`src/design/top_k_candidate_ranker_macros.svh`:
```
// Assertion macros for the top-k candidate ranker.
// Used by the top level; depends on nothing else.
`ifndef TOP_K_CANDIDATE_RANKER_MACROS_SVH
`define TOP_K_CANDIDATE_RANKER_MACROS_SVH

// same-cycle implication
`define TKR_ASSERT_NOW(label, clk, rst_n, ante, cons, msg) \
    label: assert property (@(posedge clk) disable iff (!(rst_n)) (ante) |-> (cons)) \
        else $error(msg);

// next-cycle implication
`define TKR_ASSERT_NEXT(label, clk, rst_n, ante, cons, msg) \
    label: assert property (@(posedge clk) disable iff (!(rst_n)) (ante) |=> (cons)) \
        else $error(msg);

`endif

```
`src/design/tkr_pkg.sv`:
```
// Shared types and constants of the top-k candidate ranker.
// No dependencies.
package tkr_pkg;

    localparam int unsigned SCORE_W    = 17;
    localparam int unsigned ID_W       = 8;
    localparam int unsigned RANK_W     = 3;
    localparam int unsigned CFG_W      = 17;
    localparam int unsigned CFG_IDX_W  = 1;

    localparam logic [SCORE_W-1:0] SCORE_ONE = 17'h10000;

    typedef logic [CFG_IDX_W-1:0] t_cfg_index;

    localparam t_cfg_index CFG_MIN_CONFIDENCE = 1'b0;
    localparam t_cfg_index CFG_MIN_MARGIN     = 1'b1;

    localparam logic [CFG_W-1:0] MIN_CONFIDENCE_RST = 17'd39322;
    localparam logic [CFG_W-1:0] MIN_MARGIN_RST     = 17'd6554;

    typedef struct packed {
        logic [ID_W-1:0]    command_id;
        logic [SCORE_W-1:0] score;
        logic               last_candidate;
    } t_item;

    typedef struct packed {
        logic [RANK_W-1:0]  rank;
        logic [ID_W-1:0]    ranked_id;
        logic [SCORE_W-1:0] ranked_score;
        logic               confident;
        logic               last_result;
    } t_result;

    typedef struct packed {
        logic insert;
        logic latch_conf;
        logic pop;
    } t_cmd;

    typedef struct packed {
        logic out_free;
        logic head_last;
    } t_status;

endpackage

```
`src/design/tkr_controller.sv`:
```
// Sequencer of the top-k candidate ranker: accept, rank, emit.
// Depends on tkr_pkg.
module tkr_controller
    import tkr_pkg::*;
(
    input  logic    i_clk,
    input  logic    i_rst_n,
    input  logic    i_in_valid,
    input  logic    i_in_last,
    input  t_status i_status,
    output logic    o_in_stall,
    output t_cmd    o_cmd
);

    typedef enum logic [1:0] {
        S_IDLE,
        S_RANK,
        S_EMIT
    } t_state;

    t_state r_state;
    logic   r_in_stall;

    always_comb begin
        o_cmd            = '0;
        o_cmd.insert     = i_in_valid && !r_in_stall;
        o_cmd.latch_conf = (r_state == S_RANK);
        o_cmd.pop        = (r_state == S_EMIT) && i_status.out_free;
    end

    always_ff @(posedge i_clk) begin
        if (!i_rst_n) begin
            r_state    <= S_IDLE;
            r_in_stall <= 1'b0;
        end else begin
            unique case (r_state)
                S_IDLE: begin
                    if (o_cmd.insert && i_in_last) begin
                        r_state    <= S_RANK;
                        r_in_stall <= 1'b1;
                    end
                end
                S_RANK: begin
                    r_state <= S_EMIT;
                end
                S_EMIT: begin
                    if (o_cmd.pop && i_status.head_last) begin
                        r_state    <= S_IDLE;
                        r_in_stall <= 1'b0;
                    end
                end
                default: begin
                    r_state    <= S_IDLE;
                    r_in_stall <= 1'b0;
                end
            endcase
        end
    end

    assign o_in_stall = r_in_stall;

endmodule

```
`src/design/tkr_datapath.sv`:
```
// Insertion row, thresholds, confidence and output register of the ranker.
// Depends on tkr_pkg.
module tkr_datapath
    import tkr_pkg::*;
#(
    parameter int unsigned LIST_DEPTH = 8
) (
    input  logic             i_clk,
    input  logic             i_rst_n,
    input  t_cmd             i_cmd,
    input  t_item            i_item,
    input  logic             i_cfg_we,
    input  t_cfg_index       i_cfg_index,
    input  logic [CFG_W-1:0] i_cfg_data,
    input  logic             i_out_stall,
    output t_status          o_status,
    output logic             o_out_valid,
    output t_result          o_out_item
);

    logic [ID_W-1:0]    r_id    [LIST_DEPTH];
    logic [SCORE_W-1:0] r_score [LIST_DEPTH];
    logic [LIST_DEPTH-1:0] r_valid;
    logic [LIST_DEPTH-1:0] w_ge;

    logic [CFG_W-1:0]  r_min_conf;
    logic [CFG_W-1:0]  r_min_margin;
    logic              r_conf;
    logic [RANK_W-1:0] r_rank;
    logic              r_out_valid;
    t_result           r_out;

    logic [SCORE_W-1:0] w_sc;
    logic               w_second_valid;
    logic [SCORE_W-1:0] w_second_score;
    logic [SCORE_W-1:0] w_lead;
    logic               n_conf;

    assign w_sc = (i_item.score > SCORE_ONE) ? SCORE_ONE : i_item.score;

    // ge is a thermometer: valid entries are sorted, empty ones sit at the tail
    genvar gi;
    generate
        for (gi = 0; gi < LIST_DEPTH; gi++) begin : g_cell
            logic               w_prev_ge;
            logic               w_prev_valid;
            logic [ID_W-1:0]    w_prev_id;
            logic [SCORE_W-1:0] w_prev_score;
            logic               w_next_valid;
            logic [ID_W-1:0]    w_next_id;
            logic [SCORE_W-1:0] w_next_score;

            assign w_ge[gi] = !r_valid[gi] || (w_sc > r_score[gi]);

            if (gi == 0) begin : g_head
                assign w_prev_ge    = 1'b0;
                assign w_prev_valid = 1'b0;
                assign w_prev_id    = '0;
                assign w_prev_score = '0;
            end else begin : g_body
                assign w_prev_ge    = w_ge[gi-1];
                assign w_prev_valid = r_valid[gi-1];
                assign w_prev_id    = r_id[gi-1];
                assign w_prev_score = r_score[gi-1];
            end

            if (gi == LIST_DEPTH - 1) begin : g_tail
                assign w_next_valid = 1'b0;
                assign w_next_id    = '0;
                assign w_next_score = '0;
            end else begin : g_inner
                assign w_next_valid = r_valid[gi+1];
                assign w_next_id    = r_id[gi+1];
                assign w_next_score = r_score[gi+1];
            end

            always_ff @(posedge i_clk) begin
                if (!i_rst_n) begin
                    r_valid[gi] <= 1'b0;
                end else if (i_cmd.insert) begin
                    if (w_prev_ge) begin
                        r_valid[gi] <= w_prev_valid;
                    end else if (w_ge[gi]) begin
                        r_valid[gi] <= 1'b1;
                    end
                end else if (i_cmd.pop) begin
                    r_valid[gi] <= w_next_valid;
                end
            end

            always_ff @(posedge i_clk) begin
                if (i_cmd.insert) begin
                    if (w_prev_ge) begin
                        r_id[gi]    <= w_prev_id;
                        r_score[gi] <= w_prev_score;
                    end else if (w_ge[gi]) begin
                        r_id[gi]    <= i_item.command_id;
                        r_score[gi] <= w_sc;
                    end
                end else if (i_cmd.pop) begin
                    r_id[gi]    <= w_next_id;
                    r_score[gi] <= w_next_score;
                end
            end
        end

        if (LIST_DEPTH > 1) begin : g_second
            assign w_second_valid = r_valid[1];
            assign w_second_score = r_score[1];
        end else begin : g_single
            assign w_second_valid = 1'b0;
            assign w_second_score = '0;
        end
    endgenerate

    assign w_lead = r_score[0] - w_second_score;
    assign n_conf = (r_score[0] >= r_min_conf)
                 && !(w_second_valid && (w_lead < r_min_margin));

    always_ff @(posedge i_clk) begin
        if (!i_rst_n) begin
            r_min_conf   <= MIN_CONFIDENCE_RST;
            r_min_margin <= MIN_MARGIN_RST;
        end else if (i_cfg_we) begin
            unique case (i_cfg_index)
                CFG_MIN_CONFIDENCE: r_min_conf   <= i_cfg_data;
                CFG_MIN_MARGIN:     r_min_margin <= i_cfg_data;
                default: ;
            endcase
        end
    end

    always_ff @(posedge i_clk) begin
        if (!i_rst_n) begin
            r_rank      <= '0;
            r_conf      <= 1'b0;
            r_out_valid <= 1'b0;
        end else begin
            if (i_cmd.latch_conf) begin
                r_rank <= '0;
                r_conf <= n_conf;
            end else if (i_cmd.pop) begin
                r_rank <= r_rank + 1'b1;
            end
            if (i_cmd.pop) begin
                r_out_valid <= 1'b1;
            end else if (!i_out_stall) begin
                r_out_valid <= 1'b0;
            end
        end
    end

    always_ff @(posedge i_clk) begin
        if (i_cmd.pop) begin
            r_out.rank         <= r_rank;
            r_out.ranked_id    <= r_id[0];
            r_out.ranked_score <= r_score[0];
            r_out.confident    <= r_conf;
            r_out.last_result  <= !w_second_valid;
        end
    end

    assign o_status.out_free  = !r_out_valid || !i_out_stall;
    assign o_status.head_last = !w_second_valid;
    assign o_out_valid        = r_out_valid;
    assign o_out_item         = r_out;

endmodule

```
`src/design/top_k_candidate_ranker.sv`:
```
// Top level of the top-k candidate ranker: controller plus datapath.
// Depends on tkr_pkg, tkr_controller, tkr_datapath and the assertion macros.
//
//   port group   dir  handshake                 payload
//   in           in   i_in_valid / o_in_stall   i_in_item  (t_item)
//   out          out  o_out_valid / i_out_stall o_out_item (t_result)
//   cfg          in   i_cfg_we                  i_cfg_index, i_cfg_data
//
// Items without the last mark are inserted into the row; they may follow back to back.
// An item with the last mark is inserted too, then confidence is latched (S_RANK),
// then results are popped one by one from the head of the row (S_EMIT).
// Synchronous active-low reset empties the list and output, presets thresholds.
// Output stall holds the popping of the row; input stays stalled until the
// final result is loaded into the output register.
`include "top_k_candidate_ranker_macros.svh"

module top_k_candidate_ranker
    import tkr_pkg::*;
#(
    parameter int unsigned LIST_DEPTH = 8
) (
    input  logic             i_clk,
    input  logic             i_rst_n,
    input  logic             i_in_valid,
    output logic             o_in_stall,
    input  t_item            i_in_item,
    output logic             o_out_valid,
    input  logic             i_out_stall,
    output t_result          o_out_item,
    input  logic             i_cfg_we,
    input  t_cfg_index       i_cfg_index,
    input  logic [CFG_W-1:0] i_cfg_data
);

    t_cmd    w_cmd;
    t_status w_status;

    tkr_controller u_ctrl (
        .i_clk      (i_clk),
        .i_rst_n    (i_rst_n),
        .i_in_valid (i_in_valid),
        .i_in_last  (i_in_item.last_candidate),
        .i_status   (w_status),
        .o_in_stall (o_in_stall),
        .o_cmd      (w_cmd)
    );

    tkr_datapath #(
        .LIST_DEPTH (LIST_DEPTH)
    ) u_dp (
        .i_clk       (i_clk),
        .i_rst_n     (i_rst_n),
        .i_cmd       (w_cmd),
        .i_item      (i_in_item),
        .i_cfg_we    (i_cfg_we),
        .i_cfg_index (i_cfg_index),
        .i_cfg_data  (i_cfg_data),
        .i_out_stall (i_out_stall),
        .o_status    (w_status),
        .o_out_valid (o_out_valid),
        .o_out_item  (o_out_item)
    );

    `TKR_ASSERT_NOW(a_stall_mid_emit, i_clk, i_rst_n,
        o_out_valid && !o_out_item.last_result, o_in_stall,
        "input taken while results remain")
    `TKR_ASSERT_NEXT(a_hold_stalled, i_clk, i_rst_n,
        o_out_valid && i_out_stall, o_out_valid && $stable(o_out_item),
        "stalled result changed or dropped")
    `TKR_ASSERT_NEXT(a_conf_steady, i_clk, i_rst_n,
        o_out_valid && !i_out_stall && !o_out_item.last_result,
        o_out_item.confident == $past(o_out_item.confident),
        "confidence changed within one ranking")

endmodule

```
`config.mk`:
```
export PLATFORM = sky130hd
export DESIGN_NAME = top_k_candidate_ranker
export DESIGN_NICKNAME = d
export VERILOG_FILES = /design/src/design/tkr_pkg.sv /design/src/design/tkr_controller.sv /design/src/design/tkr_datapath.sv /design/src/design/top_k_candidate_ranker.sv
export VERILOG_INCLUDE_DIRS = /design/src /design/src/design
export SDC_FILE = /design/constraint.sdc
export NUM_CORES = 1
export LEC_CHECK = 0
export BUFFER_PORTS_ARGS = -buffer_cell sky130_fd_sc_hd__buf_2
export CAP_MARGIN = 10
export CORE_MARGIN = 4
export CORE_UTILIZATION = 50
export CTS_CLUSTER_DIAMETER = 80
export DETAILED_ROUTE_END_ITERATION = 12
export PLACE_DENSITY = 0.72
export SYNTH_ARGS = -nofsm -noshare
export SYNTH_HDL_FRONTEND = slang
export SYNTH_SLANG_ARGS = --single-unit
```
`constraint.sdc`:
```
create_clock -name i_clk -period 6.6 [get_ports i_clk]
set_clock_uncertainty 0.05 [all_clocks]
set_input_delay 0.33 -clock i_clk [delete_from_list [all_inputs] [get_ports i_clk]]
set_output_delay 0.33 -clock i_clk [all_outputs]
set_load 0.02 [all_outputs]
```
==> metrics.md <==
| Metric | Value |
|---|---|
| Synth Flop Type | `edfxtp_1` |
| Count of state elements after synthesis | `between 200 and 300` |
| Top-count cell post-synth | `nand2_1` |
| Post-Syn Nets | `1,932` |
| PnR worst setup slack | `between 1500 and 2000 ps` |
| Clk_lat worst skew | `570 ps` |
| Critical Path End Type | `register` |
| Worst hold endpoint | `u_dp.r_id[0][7]$_DFFE_PP_` |
| DRT iter0 DRCs | `1,398` |
| Die Y | `193 µm` |
| Synth warn | `0` |
| Reg2reg start | `u_dp.r_score[0][0]$_DFFE_PP_` |
| Register area share after synthesis | `46.1%` |
| Min Tclk post-route | `5100 ps` |
| Largest cells by area after synthesis | `edfxtp_1 (40%), ha_1 (14%), dfxtp_1 (5.8%)` |
| Synth unique cells | `62` |
| Routed WL | `46,700 µm` |
| Worst r2r dst | `u_dp.r_conf$_SDFFE_PN0P_` |
| Max transition margin | `between 10% and 20%` |
| Fraction of registers with async set/reset | `0%` |
| Synth Cell Area | `17,200 µm²` |
| Fillers | `around 2.8k` |
| Multi-input gate area | `8330 µm²` |
| Setup crit start | `i_in_item[1]` |
| Util after Layout | `57.6%` |
| Total global-route track usage | `24.2%` |
| Dpl cells | `about 2.2k` |
| # IOs | `81` |
| Hold Vio Cnt, Final | `0` |
| Cts repair resizes | `0` |
| Wirelength per Cell | `20.6 µm` |
| Clock slew at reported path FFs | `60 ps` |
| Pwr dens | `267 nW/µm²` |
| LEAKAGE | `0.00856 µW` |
| CP Launch Type | `input port` |
| Pre-CTS setup slack | `824 ps` |
| Final setup viols | `0` |
| Die W | `193 µm` |
| Sink Count | `280` |
| GRT overflow | `0` |
| Worst hold start | `i_in_item[25]` |
| Gp weighted congestion | `0.908` |
| Yosys top cell area share | `slightly above 40%` |
| Pwr Total | `approximately 5200 µW` |
| Top cells by count, synth | `nand2_1 (259), edfxtp_1 (230), ha_1 (186), inv_1 (176), o21ai_0 (102)` |
| Vias in the first global route | `13.6k` |
| Syn Inst Count | `1,696` |
| Final net count | `2,026` |
| Number of max-cap violations | `0` |
| # DRC | `0` |
| WHS Path Cells | `3` |
| Antenna violations before repair | `0` |
| Number of synthesized flops with an enable pin | `230` |
| Worst hold-check path type | `input port to register` |
| Status | `finished clean` |
| Port bufs | `80` |
| # Post-CTS Setup Buffers | `0` |
| CTS tree | `done` |
| Max Slew Vio Count | `0` |
| Vias/cell | `6.01` |
| Die area | `37,300 µm²` |
| Seq. cell area | `7910 µm²` |
| Largest net degree at the start of global routing | `between 100 and 150` |
| First-pass GRT wire length | `about 74,000 µm` |
| Peak Freq | `196 MHz` |
| Number of nets with antenna violations after routing | `0` |
| CP Class | `input port to register` |
| Core Box Area | `~34,000 µm²` |
| Cts hold-fix bufs | `19` |
| Row Count | `67` |
| CTS H-Tree Depth | `1` |
| Vias | `13.6k` |
| RSZ-0062 raised after global routing | `no` |
| CTS Buf Count | `31` |
| Synth area leader | `edfxtp_1` |
| R2R Setup Slk | `2500 ps` |
| Root buf cell | `clkbuf_16` |
| Max clock buf depth | `3` |
| Setup TNS | `0 ps` |
| Maximum VDD drop | `0.221 mV` |
| R2r worst-path depth | `17` |
| Final std cells w/o fill | `2,263` |
| Detailed Routing Iterations Pass 1 | `5` |
| Share of layout cells above drive strength 1 | `11.7%` |
| Worst-path fanout max | `26` |
| Arr. time, crit path | `5360 ps` |
| Worst slew pin tran | `1240 ps` |
| DPL Wire Length | `34,400 µm` |
| Post-Syn Area per Cell | `10.1 µm²` |
| Layout Area Growth over Synthesis | `13.0%` |
| Diode count | `0` |
| CP required | `6860 ps` |
| Starting Density | `50.9%` |
| Final Cycle Share | `77.2%` |
==> metrics by stage <==
stage | hold slack, ps | instance area (µm²)
2_1_floorplan | 358 | 17200
3_3_place_gp | 371 | 18100
3_5_place_dp | 375 | 18100
4_1_cts | 124 | 19400
5_1_grt | 147 | 19400
6_report | 145 | 19400
==> cell families (layout without fill, tap and decap cells) <==
group	after synthesis	count (layout)	synth area share, %
xor gates and xnor gates	15	15	0.766
DFF	280	280	46.1
and+or+nand+nor	478	478	12.3
adders and majority gates	187	187	13.7
AOI/OAI and AO/OA	396	396	15.8
buffers and inverters	245	364	5.61
muxes	95	95	5.72
==> state kept, by name, summed over array words and instances (netlist names), 2 cells and up <==
name and flops:
u_dp.r_score 136, u_dp.r_rank 3, u_dp.r_min_conf 17, u_dp.r_min_margin 17, u_dp.o_out_item 30, u_dp.r_id 64
u_ctrl.r_state 2, u_dp.g_cell.w_next_valid 7
==> cell usage in the layout, fill, tap and decap left out, types with 19 or more instances in the layout <==
| master | instances |
|---|---|
| o211ai_1 | 23 |
| nand4_1 | 28 |
| nand2_1 | 258 |
| dlygate4sd3_1 | 19 |
| dfxtp_1 | 50 |
| clkbuf_16 | 36 |
| a221o_1 | 50 |
| o21ai_0 | 102 |
| ha_1 | 186 |
| o221ai_1 | 30 |
| buf_4 | 29 |
| mux2_2 | 25 |
| nor2b_1 | 33 |
| edfxtp_1 | 230 |
| a21o_1 | 45 |
| mux2i_1 | 70 |
| nor2_1 | 83 |
| buf_2 | 80 |
| inv_1 | 176 |
| a21oi_1 | 78 |
==> worst max-delay path, stage by stage <==
cell	delay, ps
buf_2	120
nor4_1	650
a41oi_1	620
nor2b_1	890
ha_1	300
nand4_1	170
or4_1	620
a21oi_1	320
o31ai_1	140
a211o_1	310
buf_4	260
and2_4	300
a221o_1	310
==> report_power, final <==
part	internal (µW)	switching [µW]
clock network	1050	764
logic	441	622
registers	2160	144
total	3660	1530
==> layer usage <==
layer | global-route usage, % | share of wire, % | up-vias
met5 | 0 | 0 | -
met4 | 6.92 | 2.8 | 0
met3 | 3.34 | 7.4 | 97
met2 | 39.8 | 46 | 582
met1 | 33.8 | 43 | 6526
li1 | - | - | 6385
==> layout make-up <==
cell class                 count  area share (%)
inverter                     176            3.41
tap                          448            2.89
clock inverter                19           0.781
clock buffer                  39            4.81
sequential                   280            40.8
timing repair buffer         130            4.37
multi-input combinational   1171            43.0
==> how the worst max path moves through the flow <==
stage	end	slack, ps	cells past startpoint
6_report	u_dp.r_score[1][41]$_DFFE_PP_	1500	13
5_1_grt	u_dp.r_score[1][35]$_DFFE_PP_	1370	13
4_1_cts	u_dp.r_score[1][36]$_DFFE_PP_	1410	13
3_5_place_dp	u_dp.r_score[1][41]$_DFFE_PP_	820	13
3_3_place_gp	u_dp.r_score[1][49]$_DFFE_PP_	900	13
2_1_floorplan	u_dp.r_id[1][24]$_SDFFCE_PP0P_	2290	12
No activity file was read; power rests on OpenSTA's default activity.
